$ cat src/rtl/core/epm_pkg.sv
// ----------------------------------------------------------------------------
// epm_pkg
// Shared types, constants and index helpers for the entropy pool mixer.
// ----------------------------------------------------------------------------
package epm_pkg;

  localparam int unsigned POOL_WORDS = 16;
  localparam int unsigned IDX_W      = $clog2(POOL_WORDS);
  localparam int unsigned SLOT_W     = 4;
  localparam int unsigned WORD_W     = 64;
  localparam int unsigned FOLD_SHIFT = 13;

  localparam logic [WORD_W-1:0] MIXER_RESET = 64'hD1B5_4A32_D192_ED03;
  localparam logic [WORD_W-1:0] GOLDEN      = 64'h9E37_79B9_7F4A_7C15;
  localparam logic [WORD_W-1:0] MUL_A       = 64'hBF58_476D_1CE4_E5B9;
  localparam logic [WORD_W-1:0] MUL_B       = 64'h94D0_49BB_1331_11EB;

  localparam logic [1:0] MODE_MIX   = 2'd0;
  localparam logic [1:0] MODE_RAND  = 2'd1;
  localparam logic [1:0] MODE_URAND = 2'd2;
  localparam logic [1:0] MODE_SEED  = 2'd3;

  typedef enum logic [1:0] {
    KIND_MIX,
    KIND_RAND,
    KIND_URAND,
    KIND_SEED
  } kind_e;

  typedef enum logic [2:0] {
    BK_IDLE,
    BK_ADD,
    BK_FOLD,
    BK_MULA,
    BK_MULB,
    BK_URX,
    BK_URD,
    BK_OUT
  } bk_state_e;

  typedef struct packed {
    kind_e             kind;
    logic [WORD_W-1:0] sample;
    logic [WORD_W-1:0] timestamp;
    logic [IDX_W-1:0]  slot;
  } cmd_t;

  typedef struct packed {
    logic              start;
    logic [WORD_W-1:0] a;
    logic [WORD_W-1:0] b;
  } mul_req_t;

  function automatic logic [IDX_W-1:0] idx_next(logic [IDX_W-1:0] w);
    return (w == IDX_W'(POOL_WORDS - 1)) ? '0 : w + IDX_W'(1);
  endfunction

  function automatic logic [IDX_W-1:0] idx_back(logic [IDX_W-1:0] w, logic [2:0] k);
    int t;
    t = int'(w) - int'(k);
    for (int i = 0; i < 2; i++) begin
      if (t < 0) begin
        t = t + int'(POOL_WORDS);
      end
    end
    return IDX_W'(t);
  endfunction

  function automatic logic [IDX_W-1:0] slot_wrap(logic [SLOT_W-1:0] s);
    int t;
    t = int'(s);
    for (int i = 0; i < 3; i++) begin
      if (t >= int'(POOL_WORDS)) begin
        t = t - int'(POOL_WORDS);
      end
    end
    return IDX_W'(t);
  endfunction

  function automatic logic [WORD_W-1:0] xorshift(logic [WORD_W-1:0] s);
    logic [WORD_W-1:0] r;
    r = s ^ (s << 13);
    r = r ^ (r >> 7);
    r = r ^ (r << 17);
    return r;
  endfunction

endpackage

$ cat src/rtl/core/epm_front.sv
// ----------------------------------------------------------------------------
// epm_front
// Input stage: decode the mode, wrap the slot and hold words in a two-entry queue.
// ----------------------------------------------------------------------------
module epm_front (
  input  logic                                clk_i,
  input  logic                                rst_ni,
  input  logic                                in_valid_i,
  output logic                                in_stall_o,
  input  logic [1:0]                          mode_i,
  input  logic [epm_pkg::WORD_W-1:0]          sample_i,
  input  logic [epm_pkg::WORD_W-1:0]          timestamp_i,
  input  logic [epm_pkg::SLOT_W-1:0]          slot_i,
  output logic                                cmd_valid_o,
  output epm_pkg::cmd_t                       cmd_o,
  input  logic                                cmd_pop_i
);

  epm_pkg::cmd_t q_mem_q [2];
  epm_pkg::cmd_t cmd_in;
  logic          wr_ptr_q, rd_ptr_q;
  logic [1:0]    cnt_q, cnt_d;
  logic          push;

  always_comb begin
    unique case (mode_i)
      epm_pkg::MODE_MIX:   cmd_in.kind = epm_pkg::KIND_MIX;
      epm_pkg::MODE_RAND:  cmd_in.kind = epm_pkg::KIND_RAND;
      epm_pkg::MODE_URAND: cmd_in.kind = epm_pkg::KIND_URAND;
      epm_pkg::MODE_SEED:  cmd_in.kind = epm_pkg::KIND_SEED;
      default:             cmd_in.kind = epm_pkg::KIND_MIX;
    endcase
    cmd_in.sample    = sample_i;
    cmd_in.timestamp = timestamp_i;
    cmd_in.slot      = epm_pkg::slot_wrap(slot_i);
  end

  assign in_stall_o  = (cnt_q == 2'd2);
  assign push        = in_valid_i && !in_stall_o;
  assign cmd_valid_o = (cnt_q != 2'd0);
  assign cmd_o       = q_mem_q[rd_ptr_q];

  always_comb begin
    cnt_d = cnt_q;
    if (push && !cmd_pop_i) begin
      cnt_d = cnt_q + 2'd1;
    end else if (!push && cmd_pop_i) begin
      cnt_d = cnt_q - 2'd1;
    end
  end

  always_ff @(posedge clk_i or negedge rst_ni) begin
    if (!rst_ni) begin
      wr_ptr_q <= 1'b0;
      rd_ptr_q <= 1'b0;
      cnt_q    <= 2'd0;
    end else begin
      cnt_q <= cnt_d;
      if (push) begin
        wr_ptr_q <= ~wr_ptr_q;
      end
      if (cmd_pop_i) begin
        rd_ptr_q <= ~rd_ptr_q;
      end
    end
  end

  always_ff @(posedge clk_i) begin
    if (push) begin
      q_mem_q[wr_ptr_q] <= cmd_in;
    end
  end

endmodule

$ cat config.mk
export PLATFORM = sky130hd
export DESIGN_NAME = epm_front
export DESIGN_NICKNAME = d
export VERILOG_FILES = /design/src/rtl/core/epm_pkg.sv /design/src/rtl/core/epm_front.sv
export SDC_FILE = /design/constraint.sdc
export NUM_CORES = 1
export LEC_CHECK = 0
export ABC_CLOCK_PERIOD_IN_PS = 7200
export BUFFER_PORTS_ARGS = -buffer_cell sky130_fd_sc_hd__clkbuf_2
export CORE_MARGIN = 2
export CORE_UTILIZATION = 47
export CTS_CLUSTER_SIZE = 10
export DETAILED_ROUTE_END_ITERATION = 7
export GPL_ROUTABILITY_DRIVEN = 0
export HOLD_SLACK_MARGIN = 0.08
export PLACE_DENSITY_LB_ADDON = 0.15
export SLEW_MARGIN = 25
export SYNTH_ARGS = -nofsm -noshare
export SYNTH_HDL_FRONTEND = slang
export SYNTH_SLANG_ARGS = --single-unit
export TNS_END_PERCENT = 30
$ cat constraint.sdc
create_clock -name clk_i -period 7.2 [get_ports clk_i]
set_clock_uncertainty 0.2 [all_clocks]
set_input_delay 1.08 -clock clk_i [delete_from_list [all_inputs] [get_ports clk_i]]
set_output_delay 1.08 -clock clk_i [all_outputs]
set_load 0.05 [all_outputs]
; ---- Yosys cells after proc, flatten, opt, wreduce, memory -nomap -nowiden
; Memories as Yosys holds them, arrays and structs flattened.
; Cells that the tools add are included.
[op_classes]
mux = 5
bitwise_logic = 2
n_addsub = 2
eq_ne = 4
reduce_logical = 9
[op_table]
columns = cell, count
row1 = $pmux W2 S4, 1
row2 = $eq A2 B2 Y1 const B, 3
row3 = $mux W2, 2
row4 = $reduce_bool A2 Y1, 2
row5 = $logic_and A1 B1 Y1, 3
row6 = $logic_not A1 Y1, 3
row7 = $add A2 B1 Y2 const B, 1
row8 = $eq A2 B1 Y1 const B, 1
row9 = $logic_not A2 Y1, 1
row10 = $mux W1, 2
row11 = $not A1 Y1, 2
row12 = $sub A2 B1 Y2 const B, 1
[word_totals]
reg_bits = 4
mem_bits_rw = 268
memories = 1
out_inout_bits = 136
in_bits = 138
[mem_list]
columns = memory, depth, width, read_ports, rd_clocked_by_memory_dff, wr, line_no
row1 = q_mem_q, 2, 134, 1, 0, 1, epm_front.sv:19  ; epm_pkg::cmd_t q_mem_q [2];

; ---- Depth between registers and ports, before layout
; Gate-level depths: netlist of the first run.
[depth]
word_depth = 7
depth_mapped = 7
ltp_nobuf = 7

; ---- Worst setup path after synthesis of the first run
; Ideal clock, no wire load.
[synth_path]
path_kind = input to register
startpoint = in in_valid_i
endpoint = mem q_mem_q[0][0] (netlist name) (enable)
required_time_ps = 6371
setup_slack_ps = -364
t_arrival_ps = 6735
stages = 2
n_path_buf = 0
cell_sequence = nand2_1 > nor2_1
[synth_via]
elab_chain_len = 3
[synth_lines]
columns = element, line_no
row1 = from (decl), epm_front.sv:8  ; input logic in_valid_i,
row2 = $logic_and A1 B1 Y1, epm_front.sv:39  ; assign push = in_valid_i && !in_stall_o;
row3 = $mux W1, epm_front.sv:69  ; if (push) begin
row4 = $mux W1 (not written as such), epm_front.sv:70  ; q_mem_q[wr_ptr_q] <= cmd_in;
row5 = to (decl), epm_front.sv:19
; No other way between the ends.

==> impl_results.html, run 1 <==
<table>
<tr><th>Metric</th><th>Value</th></tr>
<tr><th colspan="2">Worst setup path</th></tr>
<tr><td>Crit end category</td><td>output port</td></tr>
<tr><td>Critical path launch point</td><td>rd_ptr_q</td></tr>
<tr><td>Type of the worst setup path</td><td>flip-flop to output port</td></tr>
<tr><td>Largest fanout of any net on the critical path</td><td>51</td></tr>
<tr><td>CP required</td><td>5.92 ns</td></tr>
<tr><td>Endpoint arrival time on the critical path</td><td>2.80 ns</td></tr>
<tr><td>Nature of the critical path startpoint</td><td>flip-flop</td></tr>
<tr><td>RR Startpoint</td><td>cnt_q[0]</td></tr>
<tr><th colspan="2">Routing</th></tr>
<tr><td>Routed length per placed instance</td><td>18.8 um</td></tr>
<tr><td>DRC marker count from the first detailed-route iteration</td><td>221</td></tr>
<tr><td>Number of remaining DRC errors</td><td>0</td></tr>
<tr><td>Vias per cell</td><td>4.93</td></tr>
<tr><td>Total wire length</td><td>19200 um</td></tr>
<tr><td>Final ANT Viol Nets</td><td>0</td></tr>
<tr><td>First drt pass iteration count</td><td>4</td></tr>
<tr><td>Vias after detailed routing</td><td>5038</td></tr>
<tr><th colspan="2">STA</th></tr>
<tr><td>Highest achievable clock rate</td><td>245 MHz</td></tr>
<tr><td>Final critical delay including setup and external delays</td><td>4.08 ns</td></tr>
<tr><td>RSZ-0062 raised after global routing</td><td>no</td></tr>
<tr><td>Final setup violation count</td><td>0</td></tr>
<tr><td>Endpoints failing hold</td><td>0</td></tr>
<tr><td>Actual transition at the worst max-transition pin</td><td>0.961 ns</td></tr>
<tr><td>Fraction of the cycle the final worst path needs</td><td>56.7%</td></tr>
<tr><td>Setup slack after layout</td><td>3.12 ns</td></tr>
<tr><td>Final sum of negative setup slack</td><td>0 ns</td></tr>
<tr><td>Total count of max-transition violations in the final report</td><td>0</td></tr>
<tr><td>Relative max-transition margin</td><td>35.9%</td></tr>
<tr><th colspan="2">Yosys</th></tr>
<tr><td>Number of standard cells after synthesis</td><td>438</td></tr>
<tr><td>Leading area contributor after synthesis</td><td>edfxtp_1</td></tr>
<tr><td>Count of warnings emitted by yosys</td><td>0</td></tr>
<tr><td>Syn_nets</td><td>577</td></tr>
<tr><td>Synth Area per Inst</td><td>23.0 um2</td></tr>
<tr><td>Ranking of synthesized cells by area</td><td>edfxtp_1 80%, mux2_2 9.4%, mux2_4 7.5%, dfrtp_1 0.99%, buf_6 0.78%</td></tr>
<tr><td>Synth Flop Type</td><td>edfxtp_1</td></tr>
<tr><td>Dominant cell by count in the synthesized netlist</td><td>edfxtp_1</td></tr>
<tr><td>Post-synth EDFFs</td><td>268</td></tr>
<tr><td>Number of distinct library cells after synthesis</td><td>16</td></tr>
<tr><td>Post-synthesis cell area</td><td>0.0101 mm2</td></tr>
<tr><td>Post-synth ARST share</td><td>1.47%</td></tr>
<tr><td>Proportion of netlist area held by the largest area contributor</td><td>79.9%</td></tr>
<tr><td>Seq cells post-synth</td><td>272</td></tr>
<tr><td>Leading cell types by count after synthesis</td><td>268 x edfxtp_1, 84 x mux2_2, 50 x mux2_4, 8 x buf_2, 7 x buf_6</td></tr>
<tr><td>Share of the yosys chip area belonging to registers</td><td>80.9%</td></tr>
<tr><th colspan="2">Global routing</th></tr>
<tr><td>Total congestion overflow after global routing</td><td>0</td></tr>
<tr><td>Maximum number of pins on one net before global-route repair</td><td>72</td></tr>
<tr><td>Number of global-route vias before repair</td><td>5332</td></tr>
<tr><td>Initial antenna violation count</td><td>3</td></tr>
<tr><td>Total routing resource utilization after global routing</td><td>16.3%</td></tr>
<tr><td>First-pass GRT wire length</td><td>28100 um</td></tr>
<tr><th colspan="2">Place</th></tr>
<tr><td>Pre-CTS WS</td><td>3.60 ns</td></tr>
<tr><td>Placed wire-length estimate after detailed placement</td><td>12700 um</td></tr>
<tr><td>Input/output buffers</td><td>273</td></tr>
<tr><th colspan="2">Power and ir drop</th></tr>
<tr><td>VDD IR-drop max</td><td>421 uV</td></tr>
<tr><td>Total power divided by cell area</td><td>490 mW/mm2</td></tr>
<tr><td>Static power due to leakage</td><td>4.91 nW</td></tr>
<tr><td>Total Power</td><td>0.00616 W</td></tr>
<tr><th colspan="2">Clock tree</th></tr>
<tr><td>Bufs on Longest Clock Path</td><td>3</td></tr>
<tr><td>Source-to-sink clock delay at the later pin of the worst-skew pair</td><td>0.52 ns</td></tr>
<tr><td>TritonCTS sink count</td><td>272</td></tr>
<tr><td>Resized Gates After CTS</td><td>0</td></tr>
<tr><td>CTS tree</td><td>done</td></tr>
<tr><td>Clk root buf</td><td>clkbuf_16</td></tr>
<tr><td>Number of H-tree levels</td><td>1</td></tr>
<tr><td>Post-CTS Hold Fix Bufs</td><td>0</td></tr>
<tr><td>TritonCTS Buffers</td><td>31</td></tr>
<tr><td>Clock slew at the register clock pins of the worst setup and hold paths</td><td>0.05 ns</td></tr>
<tr><td>Post-CTS repair timing setup buffer count</td><td>0</td></tr>
<tr><th colspan="2">Cells and area</th></tr>
<tr><td>Fraction of layout cells with a size suffix above 1</td><td>60.3%</td></tr>
<tr><td>Final nets</td><td>872</td></tr>
<tr><td>Final standard cell utilization of the core</td><td>59.8%</td></tr>
<tr><td>Area added between synthesis and finish</td><td>24.9%</td></tr>
<tr><th colspan="2">Floorplan</th></tr>
<tr><td>Effective utilization at floorplan</td><td>47.9%</td></tr>
<tr><td>Placement Rows</td><td>53</td></tr>
<tr><td>I/O pin count</td><td>274</td></tr>
<tr><td>Core region area</td><td>0.0210 mm2</td></tr>
<tr><td>Floorplan die area</td><td>0.0226 mm2</td></tr>
<tr><td>Chip height</td><td>150 um</td></tr>
<tr><td>Die span in x</td><td>150 um</td></tr>
<tr><th colspan="2">Worst hold path</th></tr>
<tr><td>Type of the most critical hold path</td><td>input pin to asynchronous set/reset pin</td></tr>
<tr><th colspan="2">Outcome</th></tr>
<tr><td>Status</td><td>finished clean</td></tr>
<tr><th colspan="2">Flow run</th></tr>
<tr><td>Max-cap check violation count</td><td>0</td></tr>
</table>
[placed cells by master, fill, tap and decap left out, types with 2 or more instances in the layout]
cell type | netlist | layout
buf_4 | 0 | 5
diode_2 | 0 | 2
xor2_1 | 3 | 3
mux2_4 | 50 | 50
clkbuf_16 | 0 | 31
clkbuf_1 | 2 | 13
xnor2_1 | 2 | 2
mux2_2 | 84 | 84
dfrtp_1 | 4 | 3
clkbuf_2 | 0 | 273
inv_1 | 3 | 3
edfxtp_1 | 268 | 268
[kinds of logic (layout without fill, tap and decap cells)]
logic type | after synthesis | in the layout | synth area share (%)
flops | 272 | 272 | 80.9
mux | 134 | 134 | 16.9
buf+inv | 20 | 327 | 1.37
simple gates | 6 | 6 | 0.298
xor+xnor | 5 | 5 | 0.435
fa+ha+maj | 1 | 1 | 0.124
other cells | 0 | 2 | 0
[sequential cells by signal (all words and copies together) (netlist names)]
| signal | cells |
|---|---|
| q_mem_q | 268 |
| cnt_q | 2 |
| rd_ptr_q | 1 |
| wr_ptr_q | 1 |
[critical path, stage by stage, from the launching register on]
cell and delay, ns:
dfrtp_4 0.84, buf_4 0.70, mux2_2 0.43, clkbuf_2 0.24
[final cells by class]
class | count | area, um2
Tap cell | 275 | 344
Inverter | 3 | 11.3
Timing Repair Buffer | 279 | 1430
Fill cell | 1585 | 8450
Multi-Input combinational cell | 146 | 1800
Clock buffer | 44 | 825
Sequential cell | 272 | 8150
Antenna cell | 2 | 5.00
Clock inverter | 1 | 8.76
[where the power goes]
group	switching, W	internal [W]
combinational	0.00182	0.000716
clock	0.000537	0.000777
sequential	0.000139	0.00217
total	0.00250	0.00366
[routing by layer]
metal / GRT usage, % / up-vias / routed length (um)
met5: 0 / - / 0
met1: 20.4 / 2468 / 7310
met3: 6.03 / 29 / 2010
li1: - / 2327 / -
met4: 4.81 / 0 / 395
met2: 26.9 / 214 / 9460
[path summary, 6_finish.rpt]
check                                 endpoint  slack (ns)  cells past startpoint
min in group clk_i                    cnt_q[1]        0.29                      1
worst min-delay path                  cnt_q[1]        0.15                      1
worst min register to register        cnt_q[1]        0.29                      1
worst max-delay path                 cmd_o[24]        3.12                      3
worst max register to register  q_mem_q[1][26]        4.49                      4
max in group asynchronous             rd_ptr_q        6.50                      1
[stage by stage]
stage | instance area [um2] | std cells | hold WS (ns)
after floorplan | 10100 | 438 | 0.257
after global placement | 11700 | 974 | 0.274
after detailed placement | 11700 | 974 | 0.283
after CTS | 12500 | 1019 | 0.133
after global routing | 12600 | 1020 | 0.142
final | 12600 | 1022 | 0.155
(Power assumes the default switching activity.)
==> run 2: changes to the inputs <==
--- a/config.mk
+++ b/config.mk
@@ -5,10 +5,11 @@
 export SDC_FILE = /design/constraint.sdc
 export NUM_CORES = 1
 export LEC_CHECK = 0
-export ABC_CLOCK_PERIOD_IN_PS = 7200
+export ABC_AREA = 1
+export ABC_CLOCK_PERIOD_IN_PS = 4000
 export BUFFER_PORTS_ARGS = -buffer_cell sky130_fd_sc_hd__clkbuf_2
 export CORE_MARGIN = 2
-export CORE_UTILIZATION = 47
+export CORE_UTILIZATION = 52
 export CTS_CLUSTER_SIZE = 10
 export DETAILED_ROUTE_END_ITERATION = 7
 export GPL_ROUTABILITY_DRIVEN = 0
==> constraint.sdc (replaced) <==
create_clock -name clk_i -period 4 [get_ports clk_i]
set_clock_uncertainty 0.2 [all_clocks]
set_input_delay 0.6 -clock clk_i [delete_from_list [all_inputs] [get_ports clk_i]]
set_output_delay 0.6 -clock clk_i [all_outputs]
set_load 0.05 [all_outputs]
==> run 2 against run 1 <==
Sequential power grew 76%; area after synthesis grew 0.20%; total power grew 82%; non-clock buffer count grew 134; critical endpoint is now cmd_o[15]; critical path type unchanged; final area is 11% higher; flip-flop and latch count unchanged.
==> impl_results.html, run 2 <==
<table>
<tr><th>Metric</th><th>Value</th></tr>
<tr><th colspan="2">Clock tree</th></tr>
<tr><td>Bufs on Longest Clock Path</td><td>3</td></tr>
<tr><td>Post-CTS repair timing setup buffer count</td><td>0</td></tr>
<tr><td>Post-CTS Hold Fix Bufs</td><td>135</td></tr>
<tr><td>Number of H-tree levels</td><td>1</td></tr>
<tr><td>TritonCTS Buffers</td><td>31</td></tr>
<tr><td>Clock slew at the register clock pins of the worst setup and hold paths</td><td>0.06 ns</td></tr>
<tr><td>Source-to-sink clock delay at the later pin of the worst-skew pair</td><td>0.53 ns</td></tr>
<tr><td>Clk root buf</td><td>clkbuf_16</td></tr>
<tr><td>TritonCTS sink count</td><td>272</td></tr>
<tr><td>CTS tree</td><td>done</td></tr>
<tr><td>Resized Gates After CTS</td><td>0</td></tr>
<tr><th colspan="2">Worst setup path</th></tr>
<tr><td>CP required</td><td>3.20 ns</td></tr>
<tr><td>Max incr delay on CP</td><td>0.71 ns</td></tr>
<tr><td>Crit end category</td><td>output port</td></tr>
<tr><td>Endpoint arrival time on the critical path</td><td>2.38 ns</td></tr>
<tr><td>Largest fanout of any net on the critical path</td><td>64</td></tr>
<tr><td>CP top delay family</td><td>buffers and inverters</td></tr>
<tr><td>Nature of the critical path startpoint</td><td>flip-flop</td></tr>
<tr><td>Type of the worst setup path</td><td>flip-flop to output port</td></tr>
<tr><td>Buffers plus inverters on the worst setup path</td><td>2</td></tr>
<tr><td>Worst path cell trace</td><td>buf_4, mux2_2, clkbuf_2</td></tr>
<tr><td>Slowest cell on the critical path</td><td>buf_4</td></tr>
<tr><th colspan="2">Routing</th></tr>
<tr><td>DRC marker count from the first detailed-route iteration</td><td>310</td></tr>
<tr><td>Vias after detailed routing</td><td>5719</td></tr>
<tr><td>Final ANT Viol Nets</td><td>0</td></tr>
<tr><td>First drt pass iteration count</td><td>6</td></tr>
<tr><td>Routed length per placed instance</td><td>18.4 um</td></tr>
<tr><td>Number of remaining DRC errors</td><td>0</td></tr>
<tr><td>Total wire length</td><td>21200 um</td></tr>
<tr><td>Vias per cell</td><td>4.97</td></tr>
<tr><th colspan="2">Yosys</th></tr>
<tr><td>Share of the synthesized netlist area taken by xor and xnor gates</td><td>0.174%</td></tr>
<tr><td>Seq cells post-synth</td><td>272</td></tr>
<tr><td>Leading area contributor after synthesis</td><td>edfxtp_1</td></tr>
<tr><td>Post-synth ARST share</td><td>1.47%</td></tr>
<tr><td>Synth Area per Inst</td><td>22.5 um2</td></tr>
<tr><td>Proportion of netlist area held by the largest area contributor</td><td>79.8%</td></tr>
<tr><td>Combinational family with the most area after synthesis</td><td>multiplexers</td></tr>
<tr><td>Synth Area in Adders</td><td>0.124%</td></tr>
<tr><td>Number of standard cells after synthesis</td><td>448</td></tr>
<tr><td>Synth Flop Type</td><td>edfxtp_1</td></tr>
<tr><td>Fraction of synthesized area in multiplexers</td><td>16.8%</td></tr>
<tr><td>Number of distinct library cells after synthesis</td><td>16</td></tr>
<tr><td>Leading cell types by count after synthesis</td><td>268 x edfxtp_1, 84 x mux2_2, 50 x mux2_4</td></tr>
<tr><td>Post-synth EDFFs</td><td>268</td></tr>
<tr><td>Share of the yosys chip area belonging to registers</td><td>80.8%</td></tr>
<tr><td>Post-synthesis simple-gate area fraction</td><td>0.521%</td></tr>
<tr><td>Synthesized-area fraction occupied by ao, oa, aoi and oai cells</td><td>0.0496%</td></tr>
<tr><td>Ranking of synthesized cells by area</td><td>edfxtp_1 80%, mux2_2 9.4%, mux2_4 7.4%, dfrtp_1 0.99%, buf_6 0.78%</td></tr>
<tr><td>Syn_nets</td><td>587</td></tr>
<tr><td>Dominant cell by count in the synthesized netlist</td><td>edfxtp_1</td></tr>
<tr><td>Post-synthesis cell area</td><td>0.0101 mm2</td></tr>
<tr><td>Count of warnings emitted by yosys</td><td>0</td></tr>
<tr><th colspan="2">Global routing</th></tr>
<tr><td>First-pass GRT wire length</td><td>31300 um</td></tr>
<tr><td>Total routing resource utilization after global routing</td><td>20.0%</td></tr>
<tr><td>Initial antenna violation count</td><td>0</td></tr>
<tr><td>Total congestion overflow after global routing</td><td>0</td></tr>
<tr><td>Maximum number of pins on one net before global-route repair</td><td>72</td></tr>
<tr><td>Number of global-route vias before repair</td><td>6022</td></tr>
<tr><th colspan="2">STA</th></tr>
<tr><td>Final critical delay including setup and external delays</td><td>3.18 ns</td></tr>
<tr><td>Actual transition at the worst max-transition pin</td><td>0.927 ns</td></tr>
<tr><td>Fraction of the cycle the final worst path needs</td><td>79.5%</td></tr>
<tr><td>RSZ-0062 raised after global routing</td><td>no</td></tr>
<tr><td>Total count of max-transition violations in the final report</td><td>0</td></tr>
<tr><td>Final sum of negative setup slack</td><td>0 ns</td></tr>
<tr><td>Endpoints failing hold</td><td>0</td></tr>
<tr><td>Relative max-transition margin</td><td>38.2%</td></tr>
<tr><td>Setup slack after layout</td><td>0.820 ns</td></tr>
<tr><td>Highest achievable clock rate</td><td>314 MHz</td></tr>
<tr><td>Worst hold slack after final layout</td><td>0.112 ns</td></tr>
<tr><td>Final setup violation count</td><td>0</td></tr>
<tr><th colspan="2">Floorplan</th></tr>
<tr><td>Core region area</td><td>0.0189 mm2</td></tr>
<tr><td>Die span in x</td><td>143 um</td></tr>
<tr><td>Placement Rows</td><td>50</td></tr>
<tr><td>Chip height</td><td>143 um</td></tr>
<tr><td>Effective utilization at floorplan</td><td>53.4%</td></tr>
<tr><td>I/O pin count</td><td>274</td></tr>
<tr><td>Floorplan die area</td><td>0.0205 mm2</td></tr>
<tr><th colspan="2">Outcome</th></tr>
<tr><td>Status</td><td>finished clean</td></tr>
<tr><th colspan="2">Place</th></tr>
<tr><td>Input/output buffers</td><td>273</td></tr>
<tr><td>Placed wire-length estimate after detailed placement</td><td>12400 um</td></tr>
<tr><td>Post-detailed-placement cell area</td><td>0.0117 mm2</td></tr>
<tr><td>Pre-CTS WS</td><td>1.34 ns</td></tr>
<tr><th colspan="2">Power and ir drop</th></tr>
<tr><td>Cell-internal power</td><td>0.00667 W</td></tr>
<tr><td>VDD IR-drop max</td><td>529 uV</td></tr>
<tr><td>Total net switching power</td><td>0.00455 W</td></tr>
<tr><td>Part of the total power dissipated in the clock network</td><td>21.1%</td></tr>
<tr><td>Total Power</td><td>0.0112 W</td></tr>
<tr><td>Relative contribution of combinational cells to total power</td><td>42.7%</td></tr>
<tr><td>Total power divided by cell area</td><td>806 mW/mm2</td></tr>
<tr><td>Sequential share of power</td><td>36.2%</td></tr>
<tr><td>Static power due to leakage</td><td>5.50 nW</td></tr>
<tr><td>Fraction of power spent switching nets</td><td>40.6%</td></tr>
<tr><th colspan="2">Cells and area</th></tr>
<tr><td>Top reg by flops</td><td>q_mem_q</td></tr>
<tr><td>Top library cells by usage in the layout, fill and taps aside</td><td>273 x clkbuf_2, 268 x edfxtp_1, 135 x dlygate4sd3_1</td></tr>
<tr><td>Top flop regs</td><td>q_mem_q x268, cnt_q x2</td></tr>
<tr><td>Final nets</td><td>1016</td></tr>
<tr><td>Most frequent standard cell in the layout excluding fill and tap cells</td><td>clkbuf_2</td></tr>
<tr><td>Number of diodes added for antenna fixing</td><td>0</td></tr>
<tr><td>Area added between synthesis and finish</td><td>38.0%</td></tr>
<tr><td>Number of fill cells in the layout</td><td>1153</td></tr>
<tr><td>Max reg flops</td><td>268</td></tr>
<tr><td>Fraction of layout cells with a size suffix above 1</td><td>50.2%</td></tr>
<tr><td>Final cell area excluding filler cells</td><td>0.0139 mm2</td></tr>
<tr><th colspan="2">Worst hold path</th></tr>
<tr><td>Type of the most critical hold path</td><td>input pin to flip-flop</td></tr>
<tr><th colspan="2">Flow run</th></tr>
<tr><td>Max-cap check violation count</td><td>0</td></tr>
</table>
## run 2: changes by cell type in the layout (fill, tap and decap cells not counted), sizes merged, moves of 2 or more
cell	before	now
dlygate4sd3	0	135
nand2	1	8
inv	3	8
diode	2	0
xor2	3	1
## run 2: path summary, 6_finish.rpt
path	cells after the start	start	slack (ns)	endpoint
max	3	rd_ptr_q	0.82	cmd_o[15]
min	1	sample_i[9]	0.11	q_mem_q[1][77]
max reg2reg	6	cnt_q[1]	1.57	q_mem_q[0][62]
min reg2reg	2	wr_ptr_q	0.29	wr_ptr_q
max in group asynchronous	2	rst_ni	3.22	rd_ptr_q
min in group asynchronous	2	rst_ni	0.24	wr_ptr_q
## run 2: metrics by stage
step	utilization [%]	std cells
4_1_cts	73.7	1150
3_5_place_dp	62.1	969
3_3_place_gp	62.1	969
6_report	73.7	1150
5_1_grt	73.7	1150
2_1_floorplan	-	448
## run 2: cell type report
class,count,area [um2],share of cell area [%]
Clock buffer,45,828,5.95
Clock inverter,1,8.76,0.0629
Timing Repair Buffer,413,2780,20.0
Tap cell,260,325,2.34
Sequential cell,272,8150,58.6
Inverter,8,35.0,0.252
Multi-Input combinational cell,151,1790,12.9
## run 2: metal layers
metal | vias to the layer above | share of wire [%] | GRT usage, %
li1 | 2618 | - | -
met1 | 2816 | 39 | 24.1
met2 | 242 | 52 | 36.1
met3 | 43 | 7.0 | 4.90
met4 | 0 | 2.3 | 5.47
met5 | - | 0 | 0
## run 2: kinds of logic after synthesis
family                     after synthesis
AOI/OAI and AO/OA                        1
xor gates and xnor gates                 2
adders and majority gates                1
buffers and inverters                   25
DFF                                    272
muxes                                  134
and+or+nand+nor                         13
## run 2: power by group through the flow
stage	combinational [W]	sequential, W	clock, W
finish	0.00479	0.00406	0.00237
global placement	0.00466	0.00407	0
CTS	0.00481	0.00405	0.00242
detailed placement	0.00470	0.00411	0
floorplan	0.00381	0.00410	0
global route	0.00500	0.00411	0.00254
==> run 3: changes to the inputs <==
--- a/config.mk
+++ b/config.mk
@@ -6,10 +6,10 @@
 export NUM_CORES = 1
 export LEC_CHECK = 0
 export ABC_AREA = 1
-export ABC_CLOCK_PERIOD_IN_PS = 4000
+export ABC_CLOCK_PERIOD_IN_PS = 2700
 export BUFFER_PORTS_ARGS = -buffer_cell sky130_fd_sc_hd__clkbuf_2
 export CORE_MARGIN = 2
-export CORE_UTILIZATION = 52
+export CORE_UTILIZATION = 47
 export CTS_CLUSTER_SIZE = 10
 export DETAILED_ROUTE_END_ITERATION = 7
 export GPL_ROUTABILITY_DRIVEN = 0
==> constraint.sdc (replaced) <==
create_clock -name clk_i -period 2.7 [get_ports clk_i]
set_clock_uncertainty 0.2 [all_clocks]
set_input_delay 0.405 -clock clk_i [delete_from_list [all_inputs] [get_ports clk_i]]
set_output_delay 0.405 -clock clk_i [all_outputs]
set_load 0.05 [all_outputs]
==> run 3 against run 2 <==
First-iteration DRC count fell by 14%; final area rose by 1.2%; clock power increased by 52%; wire length shrank 3.1%; critical path type unchanged.
==> impl_results.html, run 3 (same netlist as run 2, synthesis figures left out) <==
<table>
<tr><th>Metric</th><th>Value</th></tr>
<tr><th colspan="2">Clock tree</th></tr>
<tr><td>Clk root buf</td><td>clkbuf_16</td></tr>
<tr><td>TritonCTS Buffers</td><td>31</td></tr>
<tr><td>Bufs on Longest Clock Path</td><td>3</td></tr>
<tr><td>Source-to-sink clock delay at the later pin of the worst-skew pair</td><td>0.52 ns</td></tr>
<tr><td>Number of H-tree levels</td><td>1</td></tr>
<tr><td>TritonCTS sink count</td><td>272</td></tr>
<tr><td>CTS tree</td><td>done</td></tr>
<tr><td>Clock slew at the register clock pins of the worst setup and hold paths</td><td>0.06 ns</td></tr>
<tr><th colspan="2">Cells and area</th></tr>
<tr><td>Top flop regs</td><td>q_mem_q x268, cnt_q x2</td></tr>
<tr><td>Fraction of layout cells with a size suffix above 1</td><td>50.5%</td></tr>
<tr><td>Final nets</td><td>1022</td></tr>
<tr><td>Top library cells by usage in the layout, fill and taps aside</td><td>273 x clkbuf_2, 268 x edfxtp_1, 138 x dlygate4sd3_1</td></tr>
<tr><td>Number of diodes added for antenna fixing</td><td>0</td></tr>
<tr><td>Max reg flops</td><td>268</td></tr>
<tr><td>Area added between synthesis and finish</td><td>39.7%</td></tr>
<tr><td>Top reg by flops</td><td>q_mem_q</td></tr>
<tr><td>Count of non-filler cells in the finished layout</td><td>1172</td></tr>
<tr><td>Most frequent standard cell in the layout excluding fill and tap cells</td><td>clkbuf_2</td></tr>
<tr><td>Final standard cell utilization of the core</td><td>67.0%</td></tr>
<tr><td>Final cell area excluding filler cells</td><td>0.0141 mm2</td></tr>
<tr><th colspan="2">Floorplan</th></tr>
<tr><td>Die span in x</td><td>151 um</td></tr>
<tr><td>Core region area</td><td>0.0210 mm2</td></tr>
<tr><td>I/O pin count</td><td>274</td></tr>
<tr><td>Floorplan die area</td><td>0.0227 mm2</td></tr>
<tr><td>Effective utilization at floorplan</td><td>48.0%</td></tr>
<tr><td>Placement Rows</td><td>53</td></tr>
<tr><td>Chip height</td><td>151 um</td></tr>
<tr><th colspan="2">Flow run</th></tr>
<tr><td>Max-cap check violation count</td><td>0</td></tr>
<tr><th colspan="2">Worst setup path</th></tr>
<tr><td>Worst r2r path cells</td><td>4</td></tr>
<tr><td>Endpoint arrival time on the critical path</td><td>1.97 ns</td></tr>
<tr><td>Worst path cell trace</td><td>buf_12, mux2_2, clkbuf_2</td></tr>
<tr><td>Crit end category</td><td>output port</td></tr>
<tr><td>Largest fanout of any net on the critical path</td><td>49</td></tr>
<tr><td>CP required</td><td>2.10 ns</td></tr>
<tr><td>Nature of the critical path startpoint</td><td>flip-flop</td></tr>
<tr><td>Slowest cell on the critical path</td><td>dfrtp_4</td></tr>
<tr><td>Max incr delay on CP</td><td>0.45 ns</td></tr>
<tr><td>Type of the worst setup path</td><td>flip-flop to output port</td></tr>
<tr><th colspan="2">STA</th></tr>
<tr><td>Actual transition at the worst max-transition pin</td><td>0.475 ns</td></tr>
<tr><td>Endpoints failing hold</td><td>0</td></tr>
<tr><td>Final setup violation count</td><td>0</td></tr>
<tr><td>Fraction of the cycle the final worst path needs</td><td>95.3%</td></tr>
<tr><td>Highest achievable clock rate</td><td>389 MHz</td></tr>
<tr><td>Worst hold slack after final layout</td><td>0.284 ns</td></tr>
<tr><td>Final critical delay including setup and external delays</td><td>2.57 ns</td></tr>
<tr><td>RSZ-0062 raised after global routing</td><td>no</td></tr>
<tr><td>Total count of max-transition violations in the final report</td><td>0</td></tr>
<tr><td>Relative max-transition margin</td><td>68.0%</td></tr>
<tr><th colspan="2">Place</th></tr>
<tr><td>Placed wire-length estimate after detailed placement</td><td>12500 um</td></tr>
<tr><td>Post-detailed-placement cell area</td><td>0.0118 mm2</td></tr>
<tr><td>Instance count after placement with tap cells included</td><td>987</td></tr>
<tr><td>Input/output buffers</td><td>273</td></tr>
<tr><th colspan="2">Power and ir drop</th></tr>
<tr><td>Total power divided by cell area</td><td>1190 mW/mm2</td></tr>
<tr><td>Static power due to leakage</td><td>5.55 nW</td></tr>
<tr><td>VDD IR-drop max</td><td>930 uV</td></tr>
<tr><th colspan="2">Routing</th></tr>
<tr><td>Vias per cell</td><td>4.78</td></tr>
<tr><td>First drt pass iteration count</td><td>4</td></tr>
<tr><td>DRC marker count from the first detailed-route iteration</td><td>267</td></tr>
<tr><td>Routed length per placed instance</td><td>17.5 um</td></tr>
<tr><td>Number of remaining DRC errors</td><td>0</td></tr>
<tr><td>Final ANT Viol Nets</td><td>0</td></tr>
<tr><td>Total wire length</td><td>20500 um</td></tr>
<tr><td>Vias after detailed routing</td><td>5608</td></tr>
<tr><th colspan="2">Global routing</th></tr>
<tr><td>Maximum number of pins on one net before global-route repair</td><td>68</td></tr>
<tr><td>Initial antenna violation count</td><td>0</td></tr>
<tr><td>Total congestion overflow after global routing</td><td>0</td></tr>
<tr><td>Total routing resource utilization after global routing</td><td>17.7%</td></tr>
<tr><td>First-pass GRT wire length</td><td>31200 um</td></tr>
<tr><td>Number of global-route vias before repair</td><td>6245</td></tr>
<tr><th colspan="2">Outcome</th></tr>
<tr><td>Status</td><td>finished clean</td></tr>
<tr><th colspan="2">Worst hold path</th></tr>
<tr><td>Type of the most critical hold path</td><td>flip-flop to flip-flop</td></tr>
<tr><td>Cell count of the worst hold path</td><td>2</td></tr>
</table>
[run 3: changes by cell type in the layout (fill, tap and decap cells not counted), moves of 2 or more]
cell / previous run / this run
buf_12: 2 / 7
buf_4: 3 / 0
dlygate4sd3_1: 135 / 138
nor2_1: 2 / 0
[run 3: power breakdown]
part	total (W)	internal [W]	switching, W
registers	0.00600	0.00576	0.000239
logic	0.00721	0.00213	0.00508
clock network	0.00360	0.00217	0.00143
[run 3: area by class of cell]
type                            count  area (um2)
Tap cell                          275         344
Clock inverter                      1        30.0
Multi-Input combinational cell    151        1800
Timing Repair Buffer              419        2900
Sequential cell                   272        8150
Fill cell                        1394        6930
Clock buffer                       46         832
Inverter                            8        33.8
[run 3: critical path, delay by kind of cell (launching register included)]
family | cells | cell delay, ns
buffers and inverters | 2 | 0.55
flip-flops | 1 | 0.45
multiplexers | 1 | 0.39
[run 3: stage by stage]
| step | setup TNS (ns) | setup WS, ns | total power [W] |
|---|---|---|---|
| 6_report | 0 | 0.127 | 0.0168 |
| 5_1_grt | 0 | 0.0520 | 0.0175 |
| 4_1_cts | 0 | 0.00973 | 0.0169 |
| 3_5_place_dp | 0 | 0.577 | 0.0131 |
| 3_3_place_gp | 0 | 0.638 | 0.0131 |
| 2_1_floorplan | -180.71 | -0.765 | 0.0117 |
[run 3: path summary, 6_finish.rpt]
check | slack [ns] | startpoint | end
max | 0.13 | rd_ptr_q | cmd_o[50]
min | 0.28 | cnt_q[1] | cnt_q[1]
max reg2reg | 0.83 | cnt_q[1] | q_mem_q[1][8]
min reg2reg | 0.28 | cnt_q[1] | cnt_q[1]
max in group asynchronous | 1.48 | rst_ni | rd_ptr_q
min in group asynchronous | 0.61 | rst_ni | cnt_q[1]
[run 3: per-layer routing]
| layer | wire length (um) | vias up | part of all wire, % | track usage, % |
|---|---|---|---|---|
| met1 | 8160 | 2723 | 40 | 21.2 |
| met3 | 1630 | 38 | 8.0 | 4.39 |
| met5 | 0 | - | 0 | 0 |
| met4 | 380 | 0 | 1.9 | 4.39 |
| met2 | 10400 | 221 | 50 | 31.9 |
| li1 | - | 2626 | - | - |
[run 3: repair_timing]
action                                  4_1_cts  5_1_grt
hold buffers                                138        0
gates resized for setup                       0        1
setup buffers                                 0        0
endpoints found under the setup margin        0       37
hold endpoints to repair                    274        0
